**src/design/ebs_pkg.sv**
```systemverilog
`timescale 1ns / 1ps
`default_nettype none

package ebs_pkg;

    localparam int CFG_W      = 16;
    localparam int LID_W      = 8;
    localparam int GAP_W      = 16;
    localparam int TICK_W     = 16;
    localparam int CHANCE_W   = 10;
    localparam int PAUSE_W    = 6;
    localparam int CMD_W      = 2;
    localparam int PHASE_W    = 2;
    localparam int ADDR_W     = 3;
    localparam int SQ_W       = 2 * TICK_W;
    localparam int NUM_W      = SQ_W + LID_W;
    localparam int IN_DATA_W  = 48;
    localparam int OUT_DATA_W = 24;

    localparam int MOD_STEPS  = GAP_W;
    localparam int DIV_STEPS  = LID_W;
    localparam int STEP_CNT_W = $clog2(MOD_STEPS);

    localparam int PAUSE_TICKS_DEF = 50;

    localparam logic [TICK_W-1:0]   CLOSE_TICKS_RST  = 16'd60;
    localparam logic [TICK_W-1:0]   OPEN_TICKS_RST   = 16'd80;
    localparam logic [TICK_W-1:0]   HOLD_TICKS_RST   = 16'd30;
    localparam logic                AUTO_ENABLE_RST  = 1'b1;
    localparam logic [GAP_W-1:0]    MIN_GAP_RST      = 16'd2000;
    localparam logic [GAP_W-1:0]    MAX_GAP_RST      = 16'd5000;
    localparam logic [CHANCE_W-1:0] DOUBLE_PM_RST    = 10'd150;

    localparam logic [LID_W-1:0] LID_CLOSED = '1;
    localparam logic [LID_W-1:0] LID_OPEN   = '0;

    // Configuration register indexes.
    localparam logic [ADDR_W-1:0] REG_CLOSE_TICKS = 3'd0;
    localparam logic [ADDR_W-1:0] REG_OPEN_TICKS  = 3'd1;
    localparam logic [ADDR_W-1:0] REG_HOLD_TICKS  = 3'd2;
    localparam logic [ADDR_W-1:0] REG_AUTO_ENABLE = 3'd3;
    localparam logic [ADDR_W-1:0] REG_MIN_GAP     = 3'd4;
    localparam logic [ADDR_W-1:0] REG_MAX_GAP     = 3'd5;
    localparam logic [ADDR_W-1:0] REG_DOUBLE_PM   = 3'd6;

    typedef enum logic [PHASE_W-1:0] {
        PH_IDLE    = 2'd0,
        PH_CLOSING = 2'd1,
        PH_CLOSED  = 2'd2,
        PH_OPENING = 2'd3
    } phase_t;

    typedef enum logic [CMD_W-1:0] {
        CMD_TICK   = 2'd0,
        CMD_BLINK  = 2'd1,
        CMD_WINK_L = 2'd2,
        CMD_WINK_R = 2'd3
    } command_t;

    typedef enum logic [2:0] {
        S_IDLE,
        S_CMD,
        S_MOD,
        S_EVAL,
        S_MULN,
        S_MULD,
        S_DIV,
        S_DONE
    } ctrl_state_t;

    typedef struct packed {
        logic latch;
        logic dispatch;
        logic mod_step;
        logic eval;
        logic mul_n;
        logic mul_d;
        logic div_step;
        logic finish;
    } dp_cmd_t;

    typedef struct packed {
        logic is_tick;
        logic curve_req;
        logic out_free;
    } dp_status_t;

endpackage

`default_nettype wire

```
**src/design/ebs_ctrl.sv**
```systemverilog
`timescale 1ns / 1ps
`default_nettype none

module ebs_ctrl (
    input  wire                 clk,
    input  wire                 rst_n,
    input  wire                 s_tvalid,
    output logic                s_tready,
    input  ebs_pkg::dp_status_t status,
    output ebs_pkg::dp_cmd_t    cmd
);

    ebs_pkg::ctrl_state_t state_reg, state_next;
    logic [ebs_pkg::STEP_CNT_W-1:0] cnt_reg, cnt_next;
    logic mod_last, div_last;

    assign mod_last = (cnt_reg == ebs_pkg::STEP_CNT_W'(ebs_pkg::MOD_STEPS - 1));
    assign div_last = (cnt_reg == ebs_pkg::STEP_CNT_W'(ebs_pkg::DIV_STEPS - 1));

    always_ff @(posedge clk or negedge rst_n)
    begin
        if (!rst_n)
        begin
            state_reg <= ebs_pkg::S_IDLE;
            cnt_reg   <= '0;
        end
        else
        begin
            state_reg <= state_next;
            cnt_reg   <= cnt_next;
        end
    end

    // Next state and step counter.
    always_comb
    begin
        state_next = state_reg;
        cnt_next   = '0;
        unique case (state_reg)
            ebs_pkg::S_IDLE:
            begin
                if (s_tvalid)
                    state_next = ebs_pkg::S_CMD;
            end
            ebs_pkg::S_CMD:
            begin
                state_next = status.is_tick ? ebs_pkg::S_MOD : ebs_pkg::S_DONE;
            end
            ebs_pkg::S_MOD:
            begin
                if (mod_last)
                    state_next = ebs_pkg::S_EVAL;
                else
                    cnt_next = cnt_reg + 1'b1;
            end
            ebs_pkg::S_EVAL:
            begin
                state_next = ebs_pkg::S_MULN;
            end
            ebs_pkg::S_MULN:
            begin
                state_next = status.curve_req ? ebs_pkg::S_MULD : ebs_pkg::S_DONE;
            end
            ebs_pkg::S_MULD:
            begin
                state_next = ebs_pkg::S_DIV;
            end
            ebs_pkg::S_DIV:
            begin
                if (div_last)
                    state_next = ebs_pkg::S_DONE;
                else
                    cnt_next = cnt_reg + 1'b1;
            end
            ebs_pkg::S_DONE:
            begin
                if (status.out_free)
                    state_next = ebs_pkg::S_IDLE;
            end
        endcase
    end

    // Commands to the datapath.
    always_comb
    begin
        s_tready     = (state_reg == ebs_pkg::S_IDLE);
        cmd.latch    = (state_reg == ebs_pkg::S_IDLE) && s_tvalid;
        cmd.dispatch = (state_reg == ebs_pkg::S_CMD);
        cmd.mod_step = (state_reg == ebs_pkg::S_MOD);
        cmd.eval     = (state_reg == ebs_pkg::S_EVAL);
        cmd.mul_n    = (state_reg == ebs_pkg::S_MULN) && status.curve_req;
        cmd.mul_d    = (state_reg == ebs_pkg::S_MULD);
        cmd.div_step = (state_reg == ebs_pkg::S_DIV);
        cmd.finish   = (state_reg == ebs_pkg::S_DONE) && status.out_free;
    end

endmodule

`default_nettype wire

```
**src/design/ebs_dpath.sv**
```systemverilog
`timescale 1ns / 1ps
`default_nettype none

module ebs_dpath #(
    parameter int unsigned PAUSE_TICKS = ebs_pkg::PAUSE_TICKS_DEF
) (
    input  wire                                clk,
    input  wire                                rst_n,
    input  ebs_pkg::dp_cmd_t                   cmd,
    output ebs_pkg::dp_status_t                status,
    input  wire                                cfg_valid,
    input  wire  [ebs_pkg::ADDR_W-1:0]         cfg_addr,
    input  wire  [ebs_pkg::CFG_W-1:0]          cfg_data,
    input  wire  [ebs_pkg::CMD_W-1:0]          command,
    input  wire  [ebs_pkg::LID_W-1:0]          left_lid_in,
    input  wire  [ebs_pkg::LID_W-1:0]          right_lid_in,
    input  wire  [ebs_pkg::GAP_W-1:0]          rand_gap,
    input  wire  [ebs_pkg::CHANCE_W-1:0]       rand_chance,
    input  wire                                m_tready,
    output logic                               m_tvalid,
    output logic [ebs_pkg::LID_W-1:0]          left_lid_out,
    output logic [ebs_pkg::LID_W-1:0]          right_lid_out,
    output logic                               active,
    output logic [ebs_pkg::PHASE_W-1:0]        phase
);

    localparam int TW = ebs_pkg::TICK_W;
    localparam int LW = ebs_pkg::LID_W;
    localparam int GW = ebs_pkg::GAP_W;
    localparam int CW = ebs_pkg::CHANCE_W;
    localparam int PW = ebs_pkg::PAUSE_W;
    localparam int SW = ebs_pkg::SQ_W;
    localparam int NW = ebs_pkg::NUM_W;

    // Configuration.
    logic [TW-1:0] close_reg, close_next;
    logic [TW-1:0] open_reg, open_next;
    logic [TW-1:0] hold_reg, hold_next;
    logic          auto_reg, auto_next;
    logic [GW-1:0] min_reg, min_next;
    logic [GW-1:0] max_reg, max_next;
    logic [CW-1:0] dpm_reg, dpm_next;

    // Latched item.
    logic [ebs_pkg::CMD_W-1:0] command_reg, command_next;
    logic [LW-1:0] lin_reg, lin_next;
    logic [LW-1:0] rin_reg, rin_next;
    logic [GW-1:0] rgap_reg, rgap_next;
    logic [CW-1:0] rch_reg, rch_next;

    // Sequencer state.
    ebs_pkg::phase_t phase_reg, phase_next;
    logic          sel_l_reg, sel_l_next;
    logic          sel_r_reg, sel_r_next;
    logic [TW-1:0] elapsed_reg, elapsed_next;
    logic [PW-1:0] pause_reg, pause_next;
    logic          dbl_reg, dbl_next;
    logic [GW-1:0] cd_reg, cd_next;
    logic          sched_reg, sched_next;
    logic [LW-1:0] lid_l_reg, lid_l_next;
    logic [LW-1:0] lid_r_reg, lid_r_next;

    // Working registers.
    logic [GW-1:0] mod_rem_reg, mod_rem_next;
    logic [TW-1:0] n_reg, n_next;
    logic [TW-1:0] d_reg, d_next;
    logic [SW-1:0] n2_reg, n2_next;
    logic [NW-1:0] num_reg, num_next;
    logic [NW-1:0] dsh_reg, dsh_next;
    logic [LW-1:0] lid_val_reg, lid_val_next;
    logic          lid_wr_reg, lid_wr_next;
    logic          curve_reg, curve_next;
    logic          active_reg, active_next;

    // Output register.
    logic          out_valid_reg, out_valid_next;
    logic [LW-1:0] out_l_reg, out_l_next;
    logic [LW-1:0] out_r_reg, out_r_next;
    logic          out_act_reg, out_act_next;
    ebs_pkg::phase_t out_ph_reg, out_ph_next;

    logic [TW-1:0] mul_op;
    logic [SW-1:0] prod;

    assign mul_op = cmd.mul_d ? d_reg : n_reg;
    assign prod   = mul_op * mul_op;

    assign status.is_tick   = (command_reg == ebs_pkg::CMD_TICK);
    assign status.curve_req = curve_reg;
    assign status.out_free  = !out_valid_reg || m_tready;

    assign m_tvalid      = out_valid_reg;
    assign left_lid_out  = out_l_reg;
    assign right_lid_out = out_r_reg;
    assign active        = out_act_reg;
    assign phase         = out_ph_reg;

    always_comb
    begin
        logic [GW-1:0]   gap_span;
        logic [GW-1:0]   gap_value;
        logic [GW:0]     mod_trial;
        logic [GW-1:0]   cd1;
        logic            start;
        ebs_pkg::phase_t ph0;
        logic [TW-1:0]   e0;
        logic [TW-1:0]   e_use;
        logic [PW-1:0]   pause0;
        logic [PW-1:0]   pause_dec;
        logic            dbl0;
        logic            hold;
        logic            moved;
        logic [LW-1:0]   new_l;
        logic [LW-1:0]   new_r;

        close_next   = close_reg;
        open_next    = open_reg;
        hold_next    = hold_reg;
        auto_next    = auto_reg;
        min_next     = min_reg;
        max_next     = max_reg;
        dpm_next     = dpm_reg;
        command_next = command_reg;
        lin_next     = lin_reg;
        rin_next     = rin_reg;
        rgap_next    = rgap_reg;
        rch_next     = rch_reg;
        phase_next   = phase_reg;
        sel_l_next   = sel_l_reg;
        sel_r_next   = sel_r_reg;
        elapsed_next = elapsed_reg;
        pause_next   = pause_reg;
        dbl_next     = dbl_reg;
        cd_next      = cd_reg;
        sched_next   = sched_reg;
        lid_l_next   = lid_l_reg;
        lid_r_next   = lid_r_reg;
        mod_rem_next = mod_rem_reg;
        n_next       = n_reg;
        d_next       = d_reg;
        n2_next      = n2_reg;
        num_next     = num_reg;
        dsh_next     = dsh_reg;
        lid_val_next = lid_val_reg;
        lid_wr_next  = lid_wr_reg;
        curve_next   = curve_reg;
        active_next  = active_reg;
        out_valid_next = out_valid_reg;
        out_l_next   = out_l_reg;
        out_r_next   = out_r_reg;
        out_act_next = out_act_reg;
        out_ph_next  = out_ph_reg;

        gap_span  = max_reg - min_reg;
        gap_value = (max_reg > min_reg) ? min_reg + mod_rem_reg : min_reg;
        mod_trial = {mod_rem_reg, rgap_reg[GW-1]};

        cd1   = sched_reg ? gap_value : ((cd_reg != '0) ? cd_reg - 1'b1 : cd_reg);
        start = auto_reg && (phase_reg == ebs_pkg::PH_IDLE) && (cd1 == '0);
        ph0    = start ? ebs_pkg::PH_CLOSING : phase_reg;
        e0     = start ? '0 : elapsed_reg;
        pause0 = start ? '0 : pause_reg;
        dbl0   = start ? (rch_reg < dpm_reg) : dbl_reg;
        pause_dec = pause0 - 1'b1;
        e_use  = e0;
        hold   = 1'b0;
        moved  = 1'b0;

        new_l = (lid_wr_reg && sel_l_reg) ? lid_val_reg : lid_l_reg;
        new_r = (lid_wr_reg && sel_r_reg) ? lid_val_reg : lid_r_reg;

        if (cfg_valid)
        begin
            unique case (cfg_addr)
                ebs_pkg::REG_CLOSE_TICKS: close_next = cfg_data;
                ebs_pkg::REG_OPEN_TICKS:  open_next  = cfg_data;
                ebs_pkg::REG_HOLD_TICKS:  hold_next  = cfg_data;
                ebs_pkg::REG_AUTO_ENABLE:
                begin
                    auto_next = cfg_data[0];
                    if (cfg_data[0] && (phase_reg == ebs_pkg::PH_IDLE))
                        sched_next = 1'b1;
                end
                ebs_pkg::REG_MIN_GAP:     min_next = cfg_data;
                ebs_pkg::REG_MAX_GAP:     max_next = cfg_data;
                ebs_pkg::REG_DOUBLE_PM:   dpm_next = cfg_data[CW-1:0];
                default: ;
            endcase
        end

        if (cmd.latch)
        begin
            command_next = command;
            lin_next     = left_lid_in;
            rin_next     = right_lid_in;
            rgap_next    = rand_gap;
            rch_next     = rand_chance;
        end

        if (cmd.dispatch)
        begin
            mod_rem_next = '0;
            lid_wr_next  = 1'b0;
            curve_next   = 1'b0;
            if (command_reg != ebs_pkg::CMD_TICK)
            begin
                // A blink or wink request only starts from idle; time does not move.
                if (phase_reg == ebs_pkg::PH_IDLE)
                begin
                    sel_l_next   = (command_reg != ebs_pkg::CMD_WINK_R);
                    sel_r_next   = (command_reg != ebs_pkg::CMD_WINK_L);
                    phase_next   = ebs_pkg::PH_CLOSING;
                    elapsed_next = '0;
                    pause_next   = '0;
                    dbl_next     = (rch_reg < dpm_reg);
                end
                active_next = 1'b1;
            end
        end

        // One bit of the gap remainder per step.
        if (cmd.mod_step)
        begin
            if (mod_trial >= {1'b0, gap_span})
                mod_rem_next = GW'(mod_trial - {1'b0, gap_span});
            else
                mod_rem_next = mod_trial[GW-1:0];
            rgap_next = {rgap_reg[GW-2:0], 1'b0};
        end

        if (cmd.eval)
        begin
            sched_next   = 1'b0;
            cd_next      = cd1;
            phase_next   = ph0;
            sel_l_next   = start ? 1'b1 : sel_l_reg;
            sel_r_next   = start ? 1'b1 : sel_r_reg;
            elapsed_next = e0;
            pause_next   = pause0;
            dbl_next     = dbl0;
            active_next  = (ph0 != ebs_pkg::PH_IDLE);
            lid_wr_next  = 1'b0;
            curve_next   = 1'b0;
            if (ph0 != ebs_pkg::PH_IDLE)
            begin
                unique case (ph0)
                    ebs_pkg::PH_IDLE:
                    begin
                    end
                    ebs_pkg::PH_CLOSING:
                    begin
                        // The pause before a second blink holds the lids still.
                        if (pause0 != '0)
                        begin
                            pause_next = pause_dec;
                            if (pause_dec != '0)
                                hold = 1'b1;
                            else
                                e_use = '0;
                        end
                        if (!hold)
                        begin
                            lid_wr_next = 1'b1;
                            if (e_use >= close_reg)
                            begin
                                lid_val_next = ebs_pkg::LID_CLOSED;
                                phase_next   = ebs_pkg::PH_CLOSED;
                                moved        = 1'b1;
                            end
                            else
                            begin
                                n_next     = e_use;
                                d_next     = close_reg;
                                curve_next = 1'b1;
                            end
                        end
                    end
                    ebs_pkg::PH_CLOSED:
                    begin
                        lid_wr_next  = 1'b1;
                        lid_val_next = ebs_pkg::LID_CLOSED;
                        if (e0 >= hold_reg)
                        begin
                            phase_next = ebs_pkg::PH_OPENING;
                            moved      = 1'b1;
                        end
                    end
                    ebs_pkg::PH_OPENING:
                    begin
                        lid_wr_next = 1'b1;
                        if (e0 >= open_reg)
                        begin
                            lid_val_next = ebs_pkg::LID_OPEN;
                            if (dbl0)
                            begin
                                dbl_next   = 1'b0;
                                phase_next = ebs_pkg::PH_CLOSING;
                                pause_next = PW'(PAUSE_TICKS);
                                moved      = 1'b1;
                            end
                            else
                            begin
                                phase_next = ebs_pkg::PH_IDLE;
                                cd_next    = gap_value;
                            end
                        end
                        else
                        begin
                            n_next     = open_reg - e0;
                            d_next     = open_reg;
                            curve_next = 1'b1;
                        end
                    end
                endcase
                if (!hold)
                begin
                    if (moved)
                        elapsed_next = TW'(1);
                    else if (e_use != '1)
                        elapsed_next = e_use + 1'b1;
                    else
                        elapsed_next = e_use;
                end
            end
        end

        if (cmd.mul_n)
            n2_next = prod;

        if (cmd.mul_d)
        begin
            dsh_next     = {1'b0, prod, {(LW - 1){1'b0}}};
            num_next     = {n2_reg, {LW{1'b0}}} - {{LW{1'b0}}, n2_reg};
            lid_val_next = '0;
        end

        // Restoring division; the quotient is known to fit the lid width.
        if (cmd.div_step)
        begin
            if (num_reg >= dsh_reg)
            begin
                num_next     = num_reg - dsh_reg;
                lid_val_next = {lid_val_reg[LW-2:0], 1'b1};
            end
            else
            begin
                lid_val_next = {lid_val_reg[LW-2:0], 1'b0};
            end
            dsh_next = dsh_reg >> 1;
        end

        if (out_valid_reg && m_tready)
            out_valid_next = 1'b0;

        if (cmd.finish)
        begin
            lid_l_next     = new_l;
            lid_r_next     = new_r;
            out_valid_next = 1'b1;
            out_l_next     = (active_reg && (new_l > lin_reg)) ? new_l : lin_reg;
            out_r_next     = (active_reg && (new_r > rin_reg)) ? new_r : rin_reg;
            out_act_next   = active_reg;
            out_ph_next    = phase_reg;
        end
    end

    always_ff @(posedge clk or negedge rst_n)
    begin
        if (!rst_n)
        begin
            close_reg     <= ebs_pkg::CLOSE_TICKS_RST;
            open_reg      <= ebs_pkg::OPEN_TICKS_RST;
            hold_reg      <= ebs_pkg::HOLD_TICKS_RST;
            auto_reg      <= ebs_pkg::AUTO_ENABLE_RST;
            min_reg       <= ebs_pkg::MIN_GAP_RST;
            max_reg       <= ebs_pkg::MAX_GAP_RST;
            dpm_reg       <= ebs_pkg::DOUBLE_PM_RST;
            phase_reg     <= ebs_pkg::PH_IDLE;
            sel_l_reg     <= 1'b0;
            sel_r_reg     <= 1'b0;
            elapsed_reg   <= '0;
            pause_reg     <= '0;
            dbl_reg       <= 1'b0;
            cd_reg        <= '0;
            sched_reg     <= 1'b1;
            lid_l_reg     <= '0;
            lid_r_reg     <= '0;
            lid_wr_reg    <= 1'b0;
            curve_reg     <= 1'b0;
            active_reg    <= 1'b0;
            out_valid_reg <= 1'b0;
        end
        else
        begin
            close_reg     <= close_next;
            open_reg      <= open_next;
            hold_reg      <= hold_next;
            auto_reg      <= auto_next;
            min_reg       <= min_next;
            max_reg       <= max_next;
            dpm_reg       <= dpm_next;
            phase_reg     <= phase_next;
            sel_l_reg     <= sel_l_next;
            sel_r_reg     <= sel_r_next;
            elapsed_reg   <= elapsed_next;
            pause_reg     <= pause_next;
            dbl_reg       <= dbl_next;
            cd_reg        <= cd_next;
            sched_reg     <= sched_next;
            lid_l_reg     <= lid_l_next;
            lid_r_reg     <= lid_r_next;
            lid_wr_reg    <= lid_wr_next;
            curve_reg     <= curve_next;
            active_reg    <= active_next;
            out_valid_reg <= out_valid_next;
        end
    end

    always_ff @(posedge clk)
    begin
        command_reg <= command_next;
        lin_reg     <= lin_next;
        rin_reg     <= rin_next;
        rgap_reg    <= rgap_next;
        rch_reg     <= rch_next;
        mod_rem_reg <= mod_rem_next;
        n_reg       <= n_next;
        d_reg       <= d_next;
        n2_reg      <= n2_next;
        num_reg     <= num_next;
        dsh_reg     <= dsh_next;
        lid_val_reg <= lid_val_next;
        out_l_reg   <= out_l_next;
        out_r_reg   <= out_r_next;
        out_act_reg <= out_act_next;
        out_ph_reg  <= out_ph_next;
    end

endmodule

`default_nettype wire

```
**src/design/eyelid_blink_sequencer.sv**
```systemverilog
// The controller latches an item, dispatches it, works a 16-step gap remainder, evaluates,
// squares numerator and denominator and runs an 8-step lid divider; a blink or wink request
// goes from dispatch to the result, a tick with no lid curve from evaluation to the result.
// One item at a time: the next item is taken only once the result is registered, which waits while the output is held.
// Reset (rst_n low, asynchronous) loads the register defaults, idles the lids and
// schedules a gap draw on the first tick; there is no clearing pass.
`timescale 1ns / 1ps
`default_nettype none

module eyelid_blink_sequencer #(
    parameter int unsigned PAUSE_TICKS = ebs_pkg::PAUSE_TICKS_DEF
) (
    input  wire                                 clk,
    input  wire                                 rst_n,
    input  wire                                 s_tvalid,
    output logic                                s_tready,
    // [7:0] left_lid_in, [15:8] right_lid_in, [31:16] rand_gap, [41:32] rand_chance
    input  wire  [ebs_pkg::IN_DATA_W-1:0]       s_tdata,
    // [1:0] command
    input  wire  [ebs_pkg::CMD_W-1:0]           s_tuser,
    output logic                                m_tvalid,
    input  wire                                 m_tready,
    // [7:0] left_lid_out, [15:8] right_lid_out, [16] active, [18:17] phase
    output logic [ebs_pkg::OUT_DATA_W-1:0]      m_tdata,
    input  wire                                 cfg_valid,
    output logic                                cfg_ready,
    input  wire  [ebs_pkg::ADDR_W-1:0]          cfg_addr,
    input  wire  [ebs_pkg::CFG_W-1:0]           cfg_data
);

    localparam int LW = ebs_pkg::LID_W;

    ebs_pkg::dp_cmd_t    cmd;
    ebs_pkg::dp_status_t status;

    logic [LW-1:0]               left_lid_out;
    logic [LW-1:0]               right_lid_out;
    logic                        active;
    logic [ebs_pkg::PHASE_W-1:0] phase;

    assign cfg_ready = 1'b1;
    assign m_tdata   = {{(ebs_pkg::OUT_DATA_W - 2 * LW - 1 - ebs_pkg::PHASE_W){1'b0}},
                        phase, active, right_lid_out, left_lid_out};

    ebs_ctrl u_ctrl (
        .clk      (clk),
        .rst_n    (rst_n),
        .s_tvalid (s_tvalid),
        .s_tready (s_tready),
        .status   (status),
        .cmd      (cmd)
    );

    ebs_dpath #(
        .PAUSE_TICKS (PAUSE_TICKS)
    ) u_dpath (
        .clk           (clk),
        .rst_n         (rst_n),
        .cmd           (cmd),
        .status        (status),
        .cfg_valid     (cfg_valid),
        .cfg_addr      (cfg_addr),
        .cfg_data      (cfg_data),
        .command       (s_tuser),
        .left_lid_in   (s_tdata[7:0]),
        .right_lid_in  (s_tdata[15:8]),
        .rand_gap      (s_tdata[31:16]),
        .rand_chance   (s_tdata[41:32]),
        .m_tready      (m_tready),
        .m_tvalid      (m_tvalid),
        .left_lid_out  (left_lid_out),
        .right_lid_out (right_lid_out),
        .active        (active),
        .phase         (phase)
    );

    // A new result only appears from the finishing step of the controller.
    a_result_from_finish: assert property (@(posedge clk) disable iff (!rst_n)
        $rose(m_tvalid) |-> $past(cmd.finish))
        else $error("result valid rose without a finishing step");

    // A result that reports no blink must report the idle phase.
    a_inactive_is_idle: assert property (@(posedge clk) disable iff (!rst_n)
        (m_tvalid && !active) |-> (phase == ebs_pkg::PH_IDLE))
        else $error("inactive result with a non-idle phase");

    // The lid divider only runs when the evaluation asked for a curve value.
    a_div_needs_curve: assert property (@(posedge clk) disable iff (!rst_n)
        (cmd.div_step || cmd.mul_d) |-> status.curve_req)
        else $error("divider running without a curve request");

    // Items are worked one at a time.
    a_one_in_flight: assert property (@(posedge clk) disable iff (!rst_n)
        (s_tvalid && s_tready) |=> !s_tready)
        else $error("second item taken while one is in progress");

endmodule

`default_nettype wire

```
**config.mk**
```make
export PLATFORM = sky130hd
export DESIGN_NAME = eyelid_blink_sequencer
export DESIGN_NICKNAME = d
export VERILOG_FILES = /design/src/design/ebs_pkg.sv /design/src/design/ebs_ctrl.sv /design/src/design/ebs_dpath.sv /design/src/design/eyelid_blink_sequencer.sv
export SDC_FILE = /design/constraint.sdc
export NUM_CORES = 2
export LEC_CHECK = 0
export CELL_PAD_IN_SITES_DETAIL_PLACEMENT = 2
export CELL_PAD_IN_SITES_GLOBAL_PLACEMENT = 2
export CORE_UTILIZATION = 42
export CTS_CLUSTER_DIAMETER = 120
export DETAILED_ROUTE_END_ITERATION = 16
export DONT_BUFFER_PORTS = 1
export MAX_ROUTING_LAYER = met4
export PLACE_DENSITY = 0.84
export SETUP_SLACK_MARGIN = 0.1
export SLEW_MARGIN = 20
export SYNTH_ARGS = -nofsm -noshare
export SYNTH_HDL_FRONTEND = slang
export SYNTH_SLANG_ARGS = --single-unit
```
**constraint.sdc**
```tcl
create_clock -name clk -period 10.5 [get_ports clk]
set_input_delay 2.1 -clock clk [delete_from_list [all_inputs] [get_ports clk]]
set_output_delay 2.1 -clock clk [all_outputs]
set_load 0.02 [all_outputs]
```
==> results.toml <==
[run_status]
outcome = "finished, final reports clean"

[die]
die_area_sq_um = 77090
die_height_um = 277.6
rows = 100
placeableCoreArea_sq_um = 74820
start_util = 0.4265
die_w_um = 277.6
pin_count = 101

[synth]
synth.area.mux_share = 0.03548
synth.most_common_cell = "sky130_fd_sc_hd__inv_1"
yosysWarningCount = 0
netlist_instances = 3489
synth_top_family_by_area = "adder cells"
synth-xor-area-share = 0.03952
synthesis.area_sq_um = 31910
cell_types_with_the_largest_area_share_after_synthesis = "sky130_fd_sc_hd__edfxtp_1 18%, sky130_fd_sc_hd__ha_1 11%, sky130_fd_sc_hd__fa_1 11%"
average_cell_area_after_synthesis_sq_um = 9.146
synth_largest_type_area_fraction = 0.1769
ys.flop_type = "sky130_fd_sc_hd__edfxtp_1"
yosys.area_share.simple = 0.1417
synth_compound_area_frac = 0.1653
cell_taking_the_most_area_after_synthesis = "sky130_fd_sc_hd__edfxtp_1"
yosys-top-cells-count = "459 x sky130_fd_sc_hd__inv_1, 376 x sky130_fd_sc_hd__nand2_1, 281 x sky130_fd_sc_hd__ha_1"
synth-seq-cells = 391
yosysUniqueCellTypes = 94
post_synth_edffs = 188
synth_sequential_area_ratio = 0.3307
synth_fa_ha_area_frac = 0.2168
share_of_async_settable_or_async_resettable_flops_after_synthesis = 0.4143

[sta]
timing.final.crit_share = 0.9184
clock_skew_ns = 0.05879
fin_setup_tns_ns = 0
timing_worst_slew_pin_value_ns = 1.068
max_slew_headroom = 0.2674
final_hold_viols = 0
setup_violations = 0
maximum_clock_rate_mhz = 103.7
rsz0062_at_grt = "no"
final-max-slew-violation-count = 0
period_needed_ns = 9.643
hold_ws_ns = 0.5096

[worst_setup_path]
cp_data_required_time_ns = 10.73
path_common_cell = "sky130_fd_sc_hd__ha_1"
critPathLaunchType = "flop"
arrival_ns = 9.88
ff2ff_setup_slack_ns = 0.86
critical_path.reg2reg.endpoint = "u_dpath.lid_val_reg[6]"
category_of_the_most_critical_setup_path = "flop to flop"
crit_path_end_kind = "flop"
cp-startpoint = "u_dpath.min_reg[0]"
timing.critical_path.to = "u_dpath.lid_val_reg[6]"
reg2reg_depth = 31
critPathMaxFanout = 21
max_stage_delay_ns = 0.87
timing.rr.start = "u_dpath.min_reg[0]"
cpMaxStageDelayCell = "sky130_fd_sc_hd__o21bai_1"

[clock_network]
post-cts-setup-buffers = 0
cts.clk_slew.worst_paths_ns = 0.06
cts.htree.levels = 2
cts_tree = "built"
cts-hold-fix-buffers = 0
cts_bufs_inserted = 49
cts_root_buffer = "sky130_fd_sc_hd__clkbuf_16"
cts.sinks = 391
clockBufferDepth = 3
post_cts.resized_instances = 0
clock_latency_ns = 0.63

[worst_hold_path]
hold_path_start = "u_dpath.dpm_reg[0]"
hold_path.class = "flop to flop"

[global_routing]
grt_pass1_vias = 30531
maximum_number_of_pins_on_one_net_before_global_route_repair = 163
grt.total_usage = 0.3125
global_route.overflow_total = 0
grt_antenna_before_repair = 2
grt_pass1_wl_um = 182200

[placement]
dp_cells = 4376
dp_hpwl_um = 86150
port_buffers = 0
final_wtd_congestion = 0.9018

[routing]
vias_per_cell = 5.963
via_count = 26659
postRouteWirelength_um = 117800
route.detailed.wl_per_inst_um = 26.35
drt-pass1-iter-count = 7
detail_route.drc_violations = 0
dr.first_iter.drc_count = 1324
ant_nets = 0

[flow_run]
drv_cap = 0

[final_layout]
fin_nets = 3985
final.fill_count = 8045
largest_register_ffs = 40
layout.cells.non_filler = 4471
post-route-util = 0.4645
syn2layout_area_growth_pct = 8.904
drive_gt1_frac = 0.07798

[pwr]
power_density_nw_per_um2 = 343.5
internal-power_mw = 6.153
ir_drop_uv = 231.9
design_power_total_mw = 11.94
power.share.combinational = 0.611
switching_share = 0.4845
seq_power_share = 0.232
static-leakage-power_nw = 15.69
clock_power_share = 0.157
switching_power_mw = 5.783
[layout make-up]
type                       count  area (sq um)  share of cell area
tap                          969          1212             0.03489
antenna                        1         2.502          0.00007200
multi-input combinational   2519         19220              0.5530
sequential                   391         10550              0.3037
inverter                     467          1753             0.05044
clock buffer                  69          1435             0.04129
timing repair buffer          32         264.0            0.007596
clock inverter                23         312.8            0.009001
[power by group through the flow]
stage | combinational [mW] | sequential (mW) | clock [mW]
4_1_cts | 7.28 | 2.76 | 1.90
6_report | 7.30 | 2.77 | 1.87
3_5_place_dp | 7.06 | 2.77 | 0
2_1_floorplan | 5.13 | 2.58 | 0
3_3_place_gp | 6.43 | 2.72 | 0
5_1_grt | 7.96 | 2.80 | 1.94
[routing by layer]
layer / track usage / vias up / part of all wire
met3: 0.03588 / 284 / 0.034
met4: 0.1336 / 0 / 0.046
li1: - / 11950 / -
met5: - / - / 0
met2: 0.5667 / 586 / 0.53
met1: 0.3445 / 13839 / 0.39
[cell families (layout without fill, tap and decap cells)]
logic type / Yosys count / in the layout
adders and majority gates: 451 / 451
other: 2 / 7
muxes: 103 / 103
DFF: 391 / 391
xor gates and xnor gates: 144 / 144
AOI/OAI and AO/OA: 827 / 827
and+or+nand+nor: 988 / 988
buffers and inverters: 583 / 591
[stage by stage]
step	cell area, sq um	setup WS [ns]
2_1_floorplan	31930	1.762
6_report	34750	0.8572
5_1_grt	34750	0.4732
4_1_cts	34700	0.9825
3_5_place_dp	32960	1.153
3_3_place_gp	32960	1.523
[worst max-delay path, delay by kind of cell, from the launching register on]
family / cells / cell delay [ns]
AOI/OAI and AO/OA: 15 / 4.60
and+or+nand+nor: 7 / 1.64
adders and majority gates: 4 / 1.15
buffers and inverters: 4 / 0.90
muxes: 1 / 0.47
DFF: 1 / 0.46
[worst min-delay path by stage]
stage                          end  cells past startpoint
6_report        u_dpath.dpm_reg[0]                      1
5_1_grt          u_ctrl.cnt_reg[0]                      1
3_3_place_gp     u_ctrl.cnt_reg[0]                      1
2_1_floorplan     u_dpath.phase[0]                      0
3_5_place_dp   u_dpath.num_reg[30]                      2
4_1_cts          u_ctrl.cnt_reg[0]                      1
[layout by cell type (no fill, tap or decap), types with 17 or more instances in the layout]
cell / synthesis / routed
sky130_fd_sc_hd__inv_1: 459 / 459
sky130_fd_sc_hd__nand2_1: 376 / 375
sky130_fd_sc_hd__ha_1: 281 / 281
sky130_fd_sc_hd__nor2_1: 273 / 268
sky130_fd_sc_hd__o21ai_0: 241 / 241
sky130_fd_sc_hd__a21oi_1: 221 / 220
sky130_fd_sc_hd__edfxtp_1: 188 / 188
sky130_fd_sc_hd__fa_1: 170 / 170
sky130_fd_sc_hd__dfrtp_1: 135 / 135
sky130_fd_sc_hd__xnor2_1: 96 / 96
sky130_fd_sc_hd__a21o_1: 93 / 93
sky130_fd_sc_hd__mux2_2: 81 / 81
sky130_fd_sc_hd__nand3_1: 77 / 77
sky130_fd_sc_hd__clkbuf_16: 0 / 52
sky130_fd_sc_hd__xor2_1: 48 / 48
sky130_fd_sc_hd__nor3_1: 48 / 46
sky130_fd_sc_hd__dfxtp_1: 41 / 41
sky130_fd_sc_hd__nand4_1: 35 / 35
sky130_fd_sc_hd__nand2b_1: 32 / 32
sky130_fd_sc_hd__a211oi_1: 32 / 32
sky130_fd_sc_hd__buf_4: 8 / 30
sky130_fd_sc_hd__o31ai_1: 27 / 27
sky130_fd_sc_hd__dfstp_2: 27 / 27
sky130_fd_sc_hd__a31oi_1: 27 / 26
sky130_fd_sc_hd__a22o_1: 24 / 24
sky130_fd_sc_hd__nor2b_1: 25 / 24
sky130_fd_sc_hd__o21a_1: 23 / 23
sky130_fd_sc_hd__mux2i_1: 22 / 22
sky130_fd_sc_hd__or3_1: 20 / 20
sky130_fd_sc_hd__o21bai_1: 18 / 18
sky130_fd_sc_hd__and2_1: 20 / 17
sky130_fd_sc_hd__nor4_1: 17 / 17
Power figures use the tool's default switching activity.
